$ cat config.mk
export PLATFORM = sky130hd
export DESIGN_NAME = art_ram
export DESIGN_NICKNAME = d
export VERILOG_FILES = /design/src/rtl/core/art_ram.sv
export SDC_FILE = /design/constraint.sdc
export NUM_CORES = 1
export LEC_CHECK = 0
export ABC_AREA = 0
export BUFFER_PORTS_ARGS = -buffer_cell sky130_fd_sc_hd__buf_2
export CORE_UTILIZATION = 40
export CTS_BUF_LIST = sky130_fd_sc_hd__clkbuf_8
export CTS_CLUSTER_SIZE = 25
export DETAILED_ROUTE_END_ITERATION = 8
export PLACE_DENSITY = 0.56
export SYNTH_ARGS = -nofsm -noshare
export SYNTH_HDL_FRONTEND = slang
export SYNTH_SLANG_ARGS = --single-unit
$ cat constraint.sdc
create_clock -name clk -period 3.1 [get_ports clk]
set_clock_uncertainty 0.05 [all_clocks]
set_input_delay 0.62 -clock clk [delete_from_list [all_inputs] [get_ports clk]]
set_output_delay 0.62 -clock clk [all_outputs]
set_load 0.01 [all_outputs]
$ cat src/rtl/core/art_ram.sv
// generic simple dual-port ram with registered read
module art_ram #(
  parameter int WIDTH = 8,
  parameter int DEPTH = 16,
  localparam int AW = (DEPTH > 1) ? $clog2(DEPTH) : 1
) (
  input  logic             clk,
  input  logic             we,
  input  logic [AW-1:0]    waddr,
  input  logic [WIDTH-1:0] wdata,
  input  logic [AW-1:0]    raddr,
  output logic [WIDTH-1:0] rdata
);

  logic [WIDTH-1:0] mem [DEPTH];

  always_ff @(posedge clk) begin
    if (we) begin
      mem[waddr] <= wdata;
    end
    rdata <= mem[raddr];
  end

endmodule

==> impl_table.tex <==
\begin{tabular}{lr}
\hline
Metric & Value \\
\hline
\multicolumn{2}{l}{\textbf{Run status}} \\
\quad Run status & finished clean \\
\multicolumn{2}{l}{\textbf{Cells and area}} \\
\quad Core utilization of the finished layout & a little under half \\
\quad Synth-to-layout area growth & 14.97\% \\
\quad Fin nets & around 300 \\
\quad Non-filler instance count after layout & 464 \\
\quad Area of all placed cells without fillers & 0.005918 mm2 \\
\quad Number of diodes & 0 \\
\quad Fraction of final layout cells with drive strength greater than 1 & around 29\% \\
\multicolumn{2}{l}{\textbf{Critical path}} \\
\quad Number of cells on the critical path & 3 \\
\quad Critical register-to-register path startpoint & mem[1][1] \\
\quad Critical path launch point type & input port \\
\quad Cell type group with the largest total delay on the critical path & simple AND/OR/NAND/NOR gates \\
\quad Depth of the worst register-to-register path & 3 \\
\quad Critical path capture point type & flop \\
\quad Type of the worst setup path & in -> reg \\
\quad Cell with the largest stage delay on the worst path & sky130\_fd\_sc\_hd\_\_nor2\_1 \\
\quad Capture instance of the worst register-to-register path & rdata[1] \\
\quad Launching instance or port of the critical path & waddr[2] \\
\quad Buffer and inverter count on the worst path & 1 \\
\quad CP max stage delay & about 0.64 ns \\
\quad Data arrival time of the critical path & $\sim$1.9 ns \\
\quad Maximum fanout encountered on the critical timing path & 8 \\
\quad Critical Path, Cell by Cell & buf\_2, or3b\_2, nor2\_1 \\
\quad Internal reg-to-reg setup slack & about 1.6 ns \\
\quad End point of the critical path & mem[3][0] \\
\quad CP Data Required Time & around 3.1 ns \\
\multicolumn{2}{l}{\textbf{GRT}} \\
\quad Number of global-route vias before repair & 2428 \\
\quad GRT Total Usage & between 15 and 20\% \\
\quad Remaining global-route overflow & 0 \\
\quad Maximum number of pins on one net before global-route repair & 29 \\
\quad Global-route wire length before repair & between 10000 and 15000 um \\
\quad Number of antenna violations at the first check in global routing & 0 \\
\multicolumn{2}{l}{\textbf{Clock network}} \\
\quad Cell at the root of the clock tree & sky130\_fd\_sc\_hd\_\_clkbuf\_8 \\
\quad Clock transition at the registers of the reported paths & about 0.070 ns \\
\quad Number of sinks on the clock net & 136 \\
\quad Number of setup buffers added after CTS & 0 \\
\quad TritonCTS clock tree & built \\
\quad Buffer levels on the longest clock path & 2 \\
\quad Hold-fix buffers, CTS & 0 \\
\quad Clock insertion delay at the later pin of the skew report & $\sim$0.44 ns \\
\quad Number of H-tree branching levels & 4 \\
\quad Inserted Clock Buffers & 17 \\
\quad Cells resized by post-CTS repair & 0 \\
\multicolumn{2}{l}{\textbf{Yosys}} \\
\quad Post-synthesis cell count & 229 \\
\quad Proportion of netlist area held by the largest area contributor & roughly 75\% \\
\quad Sequential-to-total area share from yosys stat & approximately 80\% \\
\quad Number of synthesized flops with an enable pin & around 130 \\
\quad Avg Synthesized Cell Area & 22.48 um2 \\
\quad Synth Net Count & 247 \\
\quad Leading post-synthesis cells by cell area & sky130\_fd\_sc\_hd\_\_edfxtp\_1, sky130\_fd\_sc\_hd\_\_mux4\_2, sky130\_fd\_sc\_hd\_\_mux4\_1, sky130\_fd\_sc\_hd\_\_dfxtp\_1, sky130\_fd\_sc\_hd\_\_a22oi\_1 \\
\quad Synthesized area & approximately 0.0051 mm2 \\
\quad Number of register bits inferred by synthesis & $\sim$140 \\
\quad Post-synth cell types & 19 \\
\quad Primary flip-flop cell chosen by synthesis mapping & sky130\_fd\_sc\_hd\_\_edfxtp\_1 \\
\quad Async S/R FF share, synth & 0\% \\
\quad Synth cell count leaders & sky130\_fd\_sc\_hd\_\_edfxtp\_1, sky130\_fd\_sc\_hd\_\_mux4\_2, sky130\_fd\_sc\_hd\_\_a22oi\_1 \\
\quad Cell with the most instances after synthesis & sky130\_fd\_sc\_hd\_\_edfxtp\_1 \\
\quad Dominant cell type by area after synthesis & sky130\_fd\_sc\_hd\_\_edfxtp\_1 \\
\quad Yosys synthesis warning count & 0 \\
\multicolumn{2}{l}{\textbf{Detailed routing}} \\
\quad Avg WL per Cell & around 21 um \\
\quad Final WL & 9691 um \\
\quad Vias per std cell & slightly above 5 \\
\quad First drt pass iteration count & 4 \\
\quad Via count & between 2000 and 2500 \\
\quad Iteration-0 DRC count of the detailed router & $\sim$180 \\
\quad Number of design rule violations left after detail routing & 0 \\
\quad ANT nets after route & 0 \\
\multicolumn{2}{l}{\textbf{Power and ir drop}} \\
\quad Reported net switching power & 0.7209 mW \\
\quad PD cells & 613.6 mW/mm2 \\
\quad Largest voltage drop on the vdd net & roughly 0.00024 V \\
\quad Total Power & between 3 and 4 mW \\
\quad Switching share of total power & 19.85\% \\
\quad Static Leak & $\sim$2 nW \\
\quad Sequential group share of total power & 56.9\% \\
\quad Internal power component & 2.911 mW \\
\quad Clock share of power & between 30\% and 40\% \\
\quad Proportion of power drawn by combinational gates & about 5.2\% \\
\multicolumn{2}{l}{\textbf{STA}} \\
\quad Timing-limited maximum frequency & 534.2 MHz \\
\quad Post-route minimum period & about 1.9 ns \\
\quad Setup violators final & 0 \\
\quad RSZ-0062 raised after global routing & false \\
\quad Slew margin rel. & between 40\% and 50\% \\
\quad Share of the clock period used by the worst path & 60.38\% \\
\quad Worst path setup slack after routing & 1.228 ns \\
\quad Slew of the pin with the lowest slew margin & 0.8114 ns \\
\quad Post-route worst hold slack & $\sim$0.51 ns \\
\quad Total negative setup slack & 0 ns \\
\quad Final hold viol count & 0 \\
\quad Max Slew Vio Count & 0 \\
\multicolumn{2}{l}{\textbf{Floorplan}} \\
\quad I/O pin total & 26 \\
\quad Standard-cell rows & between 40 and 50 \\
\quad Die Y-Extent & roughly 120 um \\
\quad Die width & $\sim$120 um \\
\quad Core region area & between 0.01 and 0.015 mm2 \\
\quad Area of the die & 0.01333 mm2 \\
\quad Initial cell density of the core & slightly above 40\% \\
\multicolumn{2}{l}{\textbf{Placed design}} \\
\quad Final Wtd Congestion & 0.7165 \\
\quad Input/output buffers & 25 \\
\quad HPWL after detailed placement & 6255 um \\
\quad Post-DP Area & about 0.0055 mm2 \\
\quad Worst Setup Slack post-DPL & between 0.7 and 0.8 ns \\
\quad Post-Place Cells & approximately 430 \\
\multicolumn{2}{l}{\textbf{Run}} \\
\quad Max-cap violations & 0 \\
\multicolumn{2}{l}{\textbf{Worst hold path}} \\
\quad Classification of the worst-slack hold path & in -> reg \\
\hline
\end{tabular}
[state kept, by name, indices dropped and copies added (netlist names)]
name   cells
mem      128
rdata      8
[worst register-to-register path, cell delays in order (launching register included)]
cell	delay, ns
sky130_fd_sc_hd__edfxtp_1	0.40
sky130_fd_sc_hd__mux4_1	0.51
sky130_fd_sc_hd__a22oi_1	0.31
sky130_fd_sc_hd__nand2_1	0.08
[power groups by stage]
stage	clock network (mW)	logic (mW)	registers (mW)
global placement	0	0.192	2.11
CTS	1.40	0.194	2.07
finish	1.38	0.190	2.07
floorplan	0	0.104	2.11
detailed placement	0	0.194	2.11
global route	1.48	0.208	2.07
[worst min path at each step]
| stage | from | endpoint | slack (ns) | cells after the start |
|---|---|---|---|---|
| final | wdata[4] | mem[0][4] | 0.51 | 1 |
| after global placement | mem[12][7] | rdata[7] | 0.61 | 3 |
| after CTS | wdata[0] | mem[2][0] | 0.49 | 1 |
| after detailed placement | mem[14][7] | rdata[7] | 0.61 | 3 |
| after floorplan | mem[7][0] | rdata[0] | 0.58 | 3 |
| after global routing | wdata[5] | mem[9][5] | 0.50 | 1 |
[cell type report]
type,instances,area [um2]
Clock inverter,11,95.09
Fill cell,1040,6650
Clock buffer,21,289.0
Multi-Input combinational cell,83,1057
Tap cell,172,215.2
Sequential cell,136,4004
Timing Repair Buffer,41,257.7
[placed cells by master (no fill, tap or decap), drive strengths merged]
cell | synthesis | final
edfxtp | 128 | 128
dfxtp | 8 | 8
bufinv | 0 | 2
nor2b | 1 | 1
nand2 | 9 | 9
or3b | 1 | 1
and2b | 1 | 1
nand3b | 2 | 2
nand2b | 2 | 2
nor2 | 13 | 13
inv | 0 | 8
buf | 7 | 41
a22oi | 16 | 16
nor3 | 4 | 4
mux4 | 32 | 32
clkbuf | 0 | 21
nand3 | 1 | 1
clkinv | 0 | 1
and2 | 1 | 1
[kinds of logic after synthesis]
| logic type | after synthesis | synth area share (%) |
|---|---|---|
| compound gates | 16 | 2.334 |
| flops | 136 | 77.78 |
| mux | 32 | 15.02 |
| buf+inv | 10 | 1.677 |
| simple gates | 35 | 3.184 |
[routing by layer]
layer  track usage [%]  vias up  wire length, um
li1                  -     1072                -
met1             23.59     1221             4680
met2             23.71       63             4410
met3             5.021       15              437
met4             7.273        0              163
met5                 0        -                0
Power figures use the tool's default switching activity.
