[src/rtl/core/art_pkg.sv]
// shared types, codes and widths of the allocation region tracker
package art_pkg;

  localparam int TABLE_DEPTH_DEF = 128;

  localparam int ADDR_W  = 64;
  localparam int SIZE_W  = 32;
  localparam int CNT_W   = 32;
  localparam int TOT_W   = 64;
  localparam int USED_W  = 8;
  localparam int ENTRY_W = ADDR_W + SIZE_W + 1;
  localparam int IN_W    = ADDR_W + SIZE_W;
  localparam int OUT_W   = 240;

  typedef enum logic [1:0] {
    OP_ALLOC   = 2'd0,
    OP_FREE    = 2'd1,
    OP_COMPACT = 2'd2
  } op_t;

  typedef enum logic [1:0] {
    ST_OK        = 2'd0,
    ST_DISABLED  = 2'd1,
    ST_FULL      = 2'd2,
    ST_NOT_FOUND = 2'd3
  } status_t;

  typedef struct packed {
    status_t             status;
    logic [TOT_W-1:0]    current;
    logic [TOT_W-1:0]    peak;
    logic [CNT_W-1:0]    allocs;
    logic [CNT_W-1:0]    frees;
    logic [USED_W-1:0]   entries;
  } result_t;

endpackage

[src/rtl/core/art_engine.sv]
// operation sequencer: totals, counters and table walks for free and compact
module art_engine #(
  parameter int TABLE_DEPTH = art_pkg::TABLE_DEPTH_DEF,
  localparam int AW = (TABLE_DEPTH > 1) ? $clog2(TABLE_DEPTH) : 1,
  localparam int CW = $clog2(TABLE_DEPTH + 1)
) (
  input  logic                             clk,
  input  logic                             rst_n,
  input  logic                             track_en,
  input  logic                             in_valid,
  output logic                             in_ready,
  input  logic [1:0]                       in_op,
  input  logic [art_pkg::ADDR_W-1:0]       in_addr,
  input  logic [art_pkg::SIZE_W-1:0]       in_size,
  output logic                             ram_we,
  output logic [AW-1:0]                    ram_waddr,
  output logic [art_pkg::ENTRY_W-1:0]      ram_wdata,
  output logic [AW-1:0]                    ram_raddr,
  input  logic [art_pkg::ENTRY_W-1:0]      ram_rdata,
  output logic                             res_valid,
  input  logic                             res_ready,
  output art_pkg::result_t                 res
);

  typedef enum logic [1:0] {S_IDLE, S_FREE, S_CMP, S_RES} state_t;

  state_t                       state_r, state_nxt;
  logic [art_pkg::ADDR_W-1:0]   addr_r, addr_nxt;
  logic [AW-1:0]                chk_r, chk_nxt;
  logic [CW-1:0]                j_r, j_nxt;
  logic [CW-1:0]                used_r, used_nxt;
  logic [art_pkg::TOT_W-1:0]    total_r, total_nxt;
  logic [art_pkg::TOT_W-1:0]    peak_r, peak_nxt;
  logic [art_pkg::CNT_W-1:0]    allocs_r, allocs_nxt;
  logic [art_pkg::CNT_W-1:0]    frees_r, frees_nxt;
  art_pkg::status_t             status_r, status_nxt;

  logic                         rd_live;
  logic [art_pkg::SIZE_W-1:0]   rd_size;
  logic [art_pkg::ADDR_W-1:0]   rd_addr;
  logic [AW-1:0]                chk_inc;
  logic                         last;

  assign rd_live = ram_rdata[art_pkg::ENTRY_W-1];
  assign rd_size = ram_rdata[art_pkg::ADDR_W +: art_pkg::SIZE_W];
  assign rd_addr = ram_rdata[art_pkg::ADDR_W-1:0];
  assign chk_inc = chk_r + AW'(1);
  assign last    = (CW'(chk_r) + CW'(1)) == used_r;

  assign in_ready  = (state_r == S_IDLE);
  assign res_valid = (state_r == S_RES);
  // the next entry is fetched while the current one is checked
  assign ram_raddr = (state_r == S_IDLE) ? '0 : chk_inc;

  assign res.status  = status_r;
  assign res.current = total_r;
  assign res.peak    = peak_r;
  assign res.allocs  = allocs_r;
  assign res.frees   = frees_r;
  assign res.entries = art_pkg::USED_W'(used_r);

  always_comb begin
    logic [art_pkg::TOT_W-1:0] sum;
    logic [CW-1:0]             j_cnt;
    state_nxt  = state_r;
    addr_nxt   = addr_r;
    chk_nxt    = chk_r;
    j_nxt      = j_r;
    used_nxt   = used_r;
    total_nxt  = total_r;
    peak_nxt   = peak_r;
    allocs_nxt = allocs_r;
    frees_nxt  = frees_r;
    status_nxt = status_r;
    ram_we     = 1'b0;
    ram_waddr  = AW'(used_r);
    ram_wdata  = {1'b1, in_size, in_addr};
    sum        = total_r + {{(art_pkg::TOT_W-art_pkg::SIZE_W){1'b0}}, in_size};
    j_cnt      = j_r + (rd_live ? CW'(1) : CW'(0));
    unique case (state_r)
      S_IDLE: begin
        if (in_valid) begin
          addr_nxt   = in_addr;
          chk_nxt    = '0;
          j_nxt      = '0;
          status_nxt = art_pkg::ST_OK;
          state_nxt  = S_RES;
          unique case (in_op)
            art_pkg::OP_ALLOC: begin
              if (!track_en) begin
                status_nxt = art_pkg::ST_DISABLED;
              end else if (used_r >= CW'(TABLE_DEPTH)) begin
                status_nxt = art_pkg::ST_FULL;
              end else begin
                ram_we     = 1'b1;
                used_nxt   = used_r + CW'(1);
                total_nxt  = sum;
                allocs_nxt = allocs_r + art_pkg::CNT_W'(1);
                if (sum > peak_r) begin
                  peak_nxt = sum;
                end
              end
            end
            art_pkg::OP_FREE: begin
              if (used_r == '0) begin
                status_nxt = art_pkg::ST_NOT_FOUND;
              end else begin
                state_nxt = S_FREE;
              end
            end
            art_pkg::OP_COMPACT: begin
              if (used_r != '0) begin
                state_nxt = S_CMP;
              end
            end
            default: ;
          endcase
        end
      end
      S_FREE: begin
        if (rd_live && rd_addr == addr_r) begin
          ram_we     = 1'b1;
          ram_waddr  = chk_r;
          ram_wdata  = {1'b0, rd_size, rd_addr};
          total_nxt  = total_r - {{(art_pkg::TOT_W-art_pkg::SIZE_W){1'b0}}, rd_size};
          frees_nxt  = frees_r + art_pkg::CNT_W'(1);
          state_nxt  = S_RES;
        end else if (last) begin
          status_nxt = art_pkg::ST_NOT_FOUND;
          state_nxt  = S_RES;
        end else begin
          chk_nxt = chk_inc;
        end
      end
      S_CMP: begin
        // live entries slide down to the write pointer; it never passes the read side
        if (rd_live && CW'(chk_r) != j_r) begin
          ram_we    = 1'b1;
          ram_waddr = AW'(j_r);
          ram_wdata = ram_rdata;
        end
        j_nxt = j_cnt;
        if (last) begin
          used_nxt  = j_cnt;
          state_nxt = S_RES;
        end else begin
          chk_nxt = chk_inc;
        end
      end
      S_RES: begin
        if (res_ready) begin
          state_nxt = S_IDLE;
        end
      end
      default: state_nxt = S_IDLE;
    endcase
  end

  always_ff @(posedge clk) begin
    if (!rst_n) begin
      state_r  <= S_IDLE;
      used_r   <= '0;
      total_r  <= '0;
      peak_r   <= '0;
      allocs_r <= '0;
      frees_r  <= '0;
      status_r <= art_pkg::ST_OK;
    end else begin
      state_r  <= state_nxt;
      used_r   <= used_nxt;
      total_r  <= total_nxt;
      peak_r   <= peak_nxt;
      allocs_r <= allocs_nxt;
      frees_r  <= frees_nxt;
      status_r <= status_nxt;
    end
    addr_r <= addr_nxt;
    chk_r  <= chk_nxt;
    j_r    <= j_nxt;
  end

endmodule
[config.mk]
export PLATFORM = sky130hd
export DESIGN_NAME = art_engine
export DESIGN_NICKNAME = d
export VERILOG_FILES = /design/src/rtl/core/art_pkg.sv /design/src/rtl/core/art_engine.sv
export SDC_FILE = /design/constraint.sdc
export NUM_CORES = 1
export LEC_CHECK = 0
export BUFFER_PORTS_ARGS = -buffer_cell sky130_fd_sc_hd__buf_2
export CAP_MARGIN = 10
export CORE_UTILIZATION = 45
export CTS_CLUSTER_SIZE = 24
export DETAILED_ROUTE_END_ITERATION = 8
export PLACE_DENSITY = 0.69
export SLEW_MARGIN = 10
export SYNTH_ARGS = -nofsm -noshare
export SYNTH_HDL_FRONTEND = slang
export SYNTH_SLANG_ARGS = --single-unit
[constraint.sdc]
create_clock -name clk -period 6.9 [get_ports clk]
set_input_delay 1.035 -clock clk [delete_from_list [all_inputs] [get_ports clk]]
set_output_delay 1.035 -clock clk [all_outputs]
set_load 0.05 [all_outputs]
==> results of run 1 <==
[through the flow]
| stage | utilization, % | total power [mW] | setup WS, ps |
|---|---|---|---|
| after floorplan | - | 7.15 | 1510 |
| after global placement | 52.3 | 8.98 | 653 |
| after detailed placement | 52.3 | 9.05 | 539 |
| after CTS | 54.9 | 11.0 | 1110 |
| after global routing | 54.9 | 11.7 | 635 |
| final | 54.9 | 11.1 | 1030 |
[tightest hold or removal path, delay by kind of cell, from the launching register on]
| family | cells | cell delay [ps] |
|---|---|---|
| DFF | 1 | 320 |
| and+or+nand+nor | 1 | 60 |
| AOI/OAI and AO/OA | 1 | 60 |
[cells by family after synthesis]
| family | share of synthesized area, % |
|---|---|
| compound gates | 21.7 |
| xor+xnor | 9.13 |
| fa+ha+maj | 8.78 |
| buf+inv | 5.70 |
| flops | 31.2 |
| mux | 2.38 |
| simple gates | 21.1 |
[layout make-up]
| cell class | count | share of cell area, % |
|---|---|---|
| Antenna cell | 6 | 0.0603 |
| Clock buffer | 49 | 4.14 |
| Clock inverter | 10 | 0.628 |
| Inverter | 159 | 2.41 |
| Multi-Input combinational cell | 1920 | 52.6 |
| Sequential cell | 283 | 25.9 |
| Tap cell | 600 | 3.01 |
| Timing Repair Buffer | 542 | 11.3 |
[cell usage in the layout (no fill, tap or decap), drive strengths merged, types with 98 or more instances in the layout]
cell / count
buf: 542
nand2: 233
nor2: 205
dfxtp: 204
a21oi: 163
inv: 159
ha: 142
xnor2: 135
o21ai: 119
a22o: 98
[registers in the layout, indices dropped and copies added, names as in the netlist]
signal,count
status_r,2
total_r,64
state_r,2
peak_r,64
j_r,8
used_r,8
chk_r,7
frees_r,32
allocs_r,32
addr_r,64
[metal layers]
layer / routed length (um) / up-vias / global-route usage (%)
met2: 34800 / 1003 / 50.0
li1: - / 9952 / -
met1: 35600 / 10100 / 45.9
met4: 2160 / 8 / 9.25
met5: 161 / - / 1.98
met3: 7600 / 140 / 8.60
[report_power, final]
group	total (mW)	switching (mW)	internal [mW]
Combinational	6.75	4.65	2.10
Clock	1.94	0.747	1.19
Sequential	2.43	0.388	2.04
[worst paths after layout]
path	to	slack, ps	cells after the start
worst max-delay path	peak_r[22]$_SDFFE_PN0P_	1030	19
worst min-delay path	peak_r[26]$_SDFFE_PN0P_	480	2
worst max register to register	peak_r[22]$_SDFFE_PN0P_	1210	18
worst min register to register	peak_r[26]$_SDFFE_PN0P_	480	2
==> flow_metrics.tcl, run 1 <==
set metrics [dict create \
    status "finished clean" \
    ios 516 \
    crit_top_cell "or4_1" \
    drv_cap 0 \
    start_util_pct 45.6 \
    grt_max_degree 82 \
    cts_setup_buffers 0 \
    cp_slowest_cell "or4_1" \
    path_delay_family "simple AND/OR/NAND/NOR gates" \
    required_ps 7300 \
    synth_edf_count 79 \
    hold_viol 0 \
    wl_um 80300 \
    ys_types 98 \
    clock_sinks 283 \
    clk_pin_slew_worst_paths_ps 60 \
    dieArea_sq_mm 0.0468 \
    overflow 0 \
    synth.net_count 2843 \
    power_density_mw_per_mm2 446 \
    cts-root-buf "clkbuf_16" \
    synth_common_cells "nand2_1, nor2_1, dfxtp_1" \
    seq_area_sq_mm 0.00646 \
    min_period_ps 5870 \
    worstPathArrival_ps 6270 \
    ys_async_sr_fraction_pct 0 \
    drt-initial-drc-count 1982 \
    timing.hold.ws_ps 478 \
    clock_skew_ps 26.3 \
    synth_top_cell_area_share_pct 19.7 \
    detailed_place_hpwl_um 63600 \
    h-tree-depth 2 \
    cp_max_fo 72 \
    design_area_sq_mm 0.0249 \
    fmax_mhz 170 \
    area_growth_syn_to_layout_pct 20.4 \
    multi_input_area_sq_mm 0.0131 \
    grt_use_total_pct 33.0 \
    synthCells 2499 \
    first_global_vias 19800 \
    final_cells 3569 \
    postSynthAreaPerCell_sq_um 8.28 \
    vdd_drop_max_uv 295 \
    ys_seq_elements 283 \
    synth_most_common_cell "nand2_1" \
    dpl.cell_count 3504 \
    critical_path_class "input pin to flip-flop" \
    synth_ff_type "dfxtp_1" \
    fp-row-count 78 \
    worst-path-buf-inv 2 \
    slew_headroom_pct 16.1 \
    cts_hold_buf 0 \
    die_h_um 216 \
    critPathLaunch "in_size[3]" \
    dpl_cell_area_sq_mm 0.0237 \
    p_leak_nw 10.9 \
    ys_seq_area_share_pct 31.2 \
    antenna_found_initial 10 \
    yosysTopAreaCell "dfxtp_1" \
    post_cts_resized 0 \
    slew_viol_final 0 \
    synth.cell_area_sq_mm 0.0207 \
    ys_warn_count 0 \
    end_kind "flip-flop" \
    synth_area_leaders "dfxtp_1, edfxtp_1, ha_1" \
    clk_path_buf_depth 3 \
    fin_setup_tns_ps 0 \
    crit_path_max_incr_delay_ps 550 \
    viasPerCell 5.95 \
    hold_class "flip-flop to flip-flop" \
    port_buffers 515 \
    post-route-period-util_pct 85.1 \
    tightestPinTransition_ps 1250 \
    grt_pass1_wl_um 119000 \
    vias 21200 \
    avgRoutedWirePerCell_um 22.5 \
    drtAntennaViolNets 0 \
    tritoncts "done" \
    r2r-start "total_r[2]$_SDFFE_PN0P_" \
    drc 0 \
    drt_pass1_iterations 6 \
    final.fill_count 4250 \
    cts_buffers 34 \
    worstPathCellList "buf_2 -> ha_1 -> and3_1 -> a221oi_1 -> o21ai_1 -> a21oi_2 -> o21ai_0 -> or4_1 -> and4_1 -> ha_1 -> nand4_1 -> nor4_1 -> nand2_1 -> or4_1 -> o21ai_0 -> a21o_2 -> buf_12 -> or4_1 -> o311ai_0" \
    clk-insertion-delay-late_ps 560 \
    setup_viol 0 \
    cp-start-kind "input pin" \
    fin_nets 3284 \
    min-delay-start "peak_r[26]$_SDFFE_PN0P_" \
    drive_gt1_share_pct 22.2 \
    rsz0062_at_grt "no" \
    place.gp.congestion 1.00 \
    core_area_sq_mm 0.0454 \
    die_x_um 216 \
]
Power figures use the tool's default switching activity.
==> run 2, diff against run 1 <==
--- a/config.mk
+++ b/config.mk
@@ -11,6 +11,7 @@
 export CTS_CLUSTER_SIZE = 24
 export DETAILED_ROUTE_END_ITERATION = 8
 export PLACE_DENSITY = 0.69
+export SETUP_SLACK_MARGIN = 0.15
 export SLEW_MARGIN = 10
 export SYNTH_ARGS = -nofsm -noshare
 export SYNTH_HDL_FRONTEND = slang
==> constraint.sdc (replaced) <==
create_clock -name clk -period 6.9 [get_ports clk]
set_input_delay 1.38 -clock clk [delete_from_list [all_inputs] [get_ports clk]]
set_output_delay 1.38 -clock clk [all_outputs]
set_load 0.05 [all_outputs]
==> run 2 against run 1 <==
Compared with the run above: critical path type unchanged; via count up 1.4%; clock power hardly changed; sequential cell count stayed put; core utilization rose by 0.32 points; routed wire length is 2.6% higher; clock skew rose by 5.9 ps; sequential power about the same.
==> flow_metrics.tcl, run 2 (same netlist as run 1, synthesis figures left out) <==
set metrics [dict create \
    status "finished clean" \
    clk_pin_slew_worst_paths_ps 50 \
    die_x_um 216 \
    power_density_mw_per_mm2 449 \
    cts-root-buf "clkbuf_16" \
    ios 516 \
    power.total_mw 11.3 \
    drc 0 \
    final.setup.worst_slack_ps 643 \
    overflow 0 \
    layout_common_cells "buf_2, nand2_1, nor2_1, dfxtp_1, a21oi_1" \
    tightestPinTransition_ps 1290 \
    drv_cap 0 \
    worstPathArrival_ps 6670 \
    cts_buffers 36 \
    r2r_cells 21 \
    tritoncts "done" \
    fin_setup_tns_ps 0 \
    rsz0062_at_grt "no" \
    design_area_sq_mm 0.0251 \
    worstPathCellList "buf_2 -> ha_1 -> inv_1 -> fa_1 -> nor2b_1 -> o211ai_1 -> a211oi_2 -> o31ai_1 -> and3_4 -> nor4_1 -> xnor2_1 -> ha_1 -> nand4_1 -> nor4_1 -> nand2_1 -> or4_1 -> inv_1 -> a211oi_1 -> a21oi_4 -> buf_12 -> mux2i_1 -> nor2_1" \
    antenna_found_initial 5 \
    clock_skew_ps 32.2 \
    setup_viol 0 \
    drtAntennaViolNets 0 \
    crit_path_max_incr_delay_ps 550 \
    h-tree-depth 2 \
    vdd_drop_max_uv 325 \
    hold_depth 2 \
    top_regs "addr_r: 64 flops, peak_r: 64 flops, total_r: 64 flops" \
    timing.hold.ws_ps 480 \
    clock_sinks 283 \
    cts_setup_buffers 0 \
    slew_viol_final 0 \
    cp_max_fo 22 \
    hold_end "peak_r[18]$_SDFFE_PN0P_" \
    pre_cts_ws_ps 202 \
    post_cts_resized 0 \
    first_global_vias 19900 \
    place.gp.congestion 0.998 \
    avgRoutedWirePerCell_um 23.0 \
    cp_slowest_cell "or4_1" \
    r2r-start "total_r[0]$_SDFFE_PN0P_" \
    drt_pass1_iterations 6 \
    dpl.cell_count 3519 \
    viasPerCell 6.01 \
    core_area_sq_mm 0.0454 \
    min-delay-start "peak_r[18]$_SDFFE_PN0P_" \
    dpl_cell_area_sq_mm 0.0239 \
    hold_class "flip-flop to flip-flop" \
    wl_um 82400 \
    grt_max_degree 74 \
    utilization_pct 55.2 \
    fin_nets 3301 \
    drive_gt1_share_pct 22.6 \
    end_kind "flip-flop" \
    fp-row-count 78 \
    required_ps 7320 \
    fmax_mhz 160 \
    min_period_ps 6260 \
    vias 21500 \
    area_growth_syn_to_layout_pct 21.2 \
    detailed_place_hpwl_um 65200 \
    rr_endpoint "peak_r[7]$_SDFFE_PN0P_" \
    die_h_um 216 \
    p_leak_nw 11.0 \
    dieArea_sq_mm 0.0468 \
    cp-start-kind "input pin" \
    layout_commonest_cell "buf_2" \
    slew_headroom_pct 13.3 \
    grt_pass1_wl_um 122000 \
    clk_path_buf_depth 3 \
    reg2reg_setup_slack_ps 1180 \
    start_util_pct 45.6 \
    drt-initial-drc-count 1860 \
    port_buffers 515 \
    hold_viol 0 \
    critical_path_class "input pin to flip-flop" \
    final_cells 3586 \
    clk-insertion-delay-late_ps 570 \
    cts_hold_buf 0 \
    post-route-period-util_pct 90.7 \
    grt_use_total_pct 33.9 \
]
## run 2: changes by cell type in the layout (fill, tap and decap cells not counted)
| cell | delta |
|---|---|
| bufinv_16 | -2 |
| buf_12 | +4 |
| clkbuf_16 | +1 |
| clkinv_2 | +2 |
| clkbuf_8 | -1 |
| nor2_2 | +1 |
| clkinvlp_4 | -1 |
| clkinv_8 | +1 |
| diode_2 | -3 |
| nor2_1 | -1 |
| buf_4 | +11 |
| clkbuf_1 | +5 |
## run 2: cell type report
cell class              count  area, sq um
repair buffers            557         2970
multi-input cells        1920        13100
flip-flops and latches    283         6460
well taps                 600          751
clock inverters            10          115
clock buffers              54         1060
diodes                      3         7.51
inverters                 159          599
fillers                  4226        20300
## run 2: critical path: cells and delay by family
| kind | cells | cell delay, ps |
|---|---|---|
| AOI/OAI and AO/OA | 5 | 1330 |
| xor gates and xnor gates | 1 | 190 |
| buffers and inverters | 4 | 500 |
| muxes | 1 | 210 |
| adders and majority gates | 3 | 970 |
| and+or+nand+nor | 8 | 2070 |
## run 2: how the worst max path moves through the flow
stage               start                      end  slack [ps]
2_1_floorplan  in_size[3]  peak_r[10]$_SDFFE_PN0P_        1160
3_3_place_gp   in_size[0]   peak_r[2]$_SDFFE_PN0P_         270
3_5_place_dp   in_size[0]  peak_r[16]$_SDFFE_PN0P_         200
4_1_cts        in_size[0]   peak_r[7]$_SDFFE_PN0P_         750
5_1_grt        in_size[0]  peak_r[17]$_SDFFE_PN0P_         370
6_report       in_size[0]   peak_r[7]$_SDFFE_PN0P_         640
## run 2: where the power goes
part	internal (mW)	switching [mW]	leakage [nW]
clock network	1.14	0.768	0.580
registers	2.04	0.378	2.41
logic	2.19	4.74	8.04
total	5.38	5.89	11.0
## run 2: per-layer routing
metal | routed length (um) | up-vias | share of wire (%) | GRT usage [%]
met1 | 37100 | 10400 | 45 | 48.4
met2 | 36500 | 1052 | 44 | 52.4
met5 | 0 | - | 0 | 0
li1 | - | 9976 | - | -
met4 | 1910 | 0 | 2.3 | 8.45
met3 | 6900 | 118 | 8.4 | 6.37
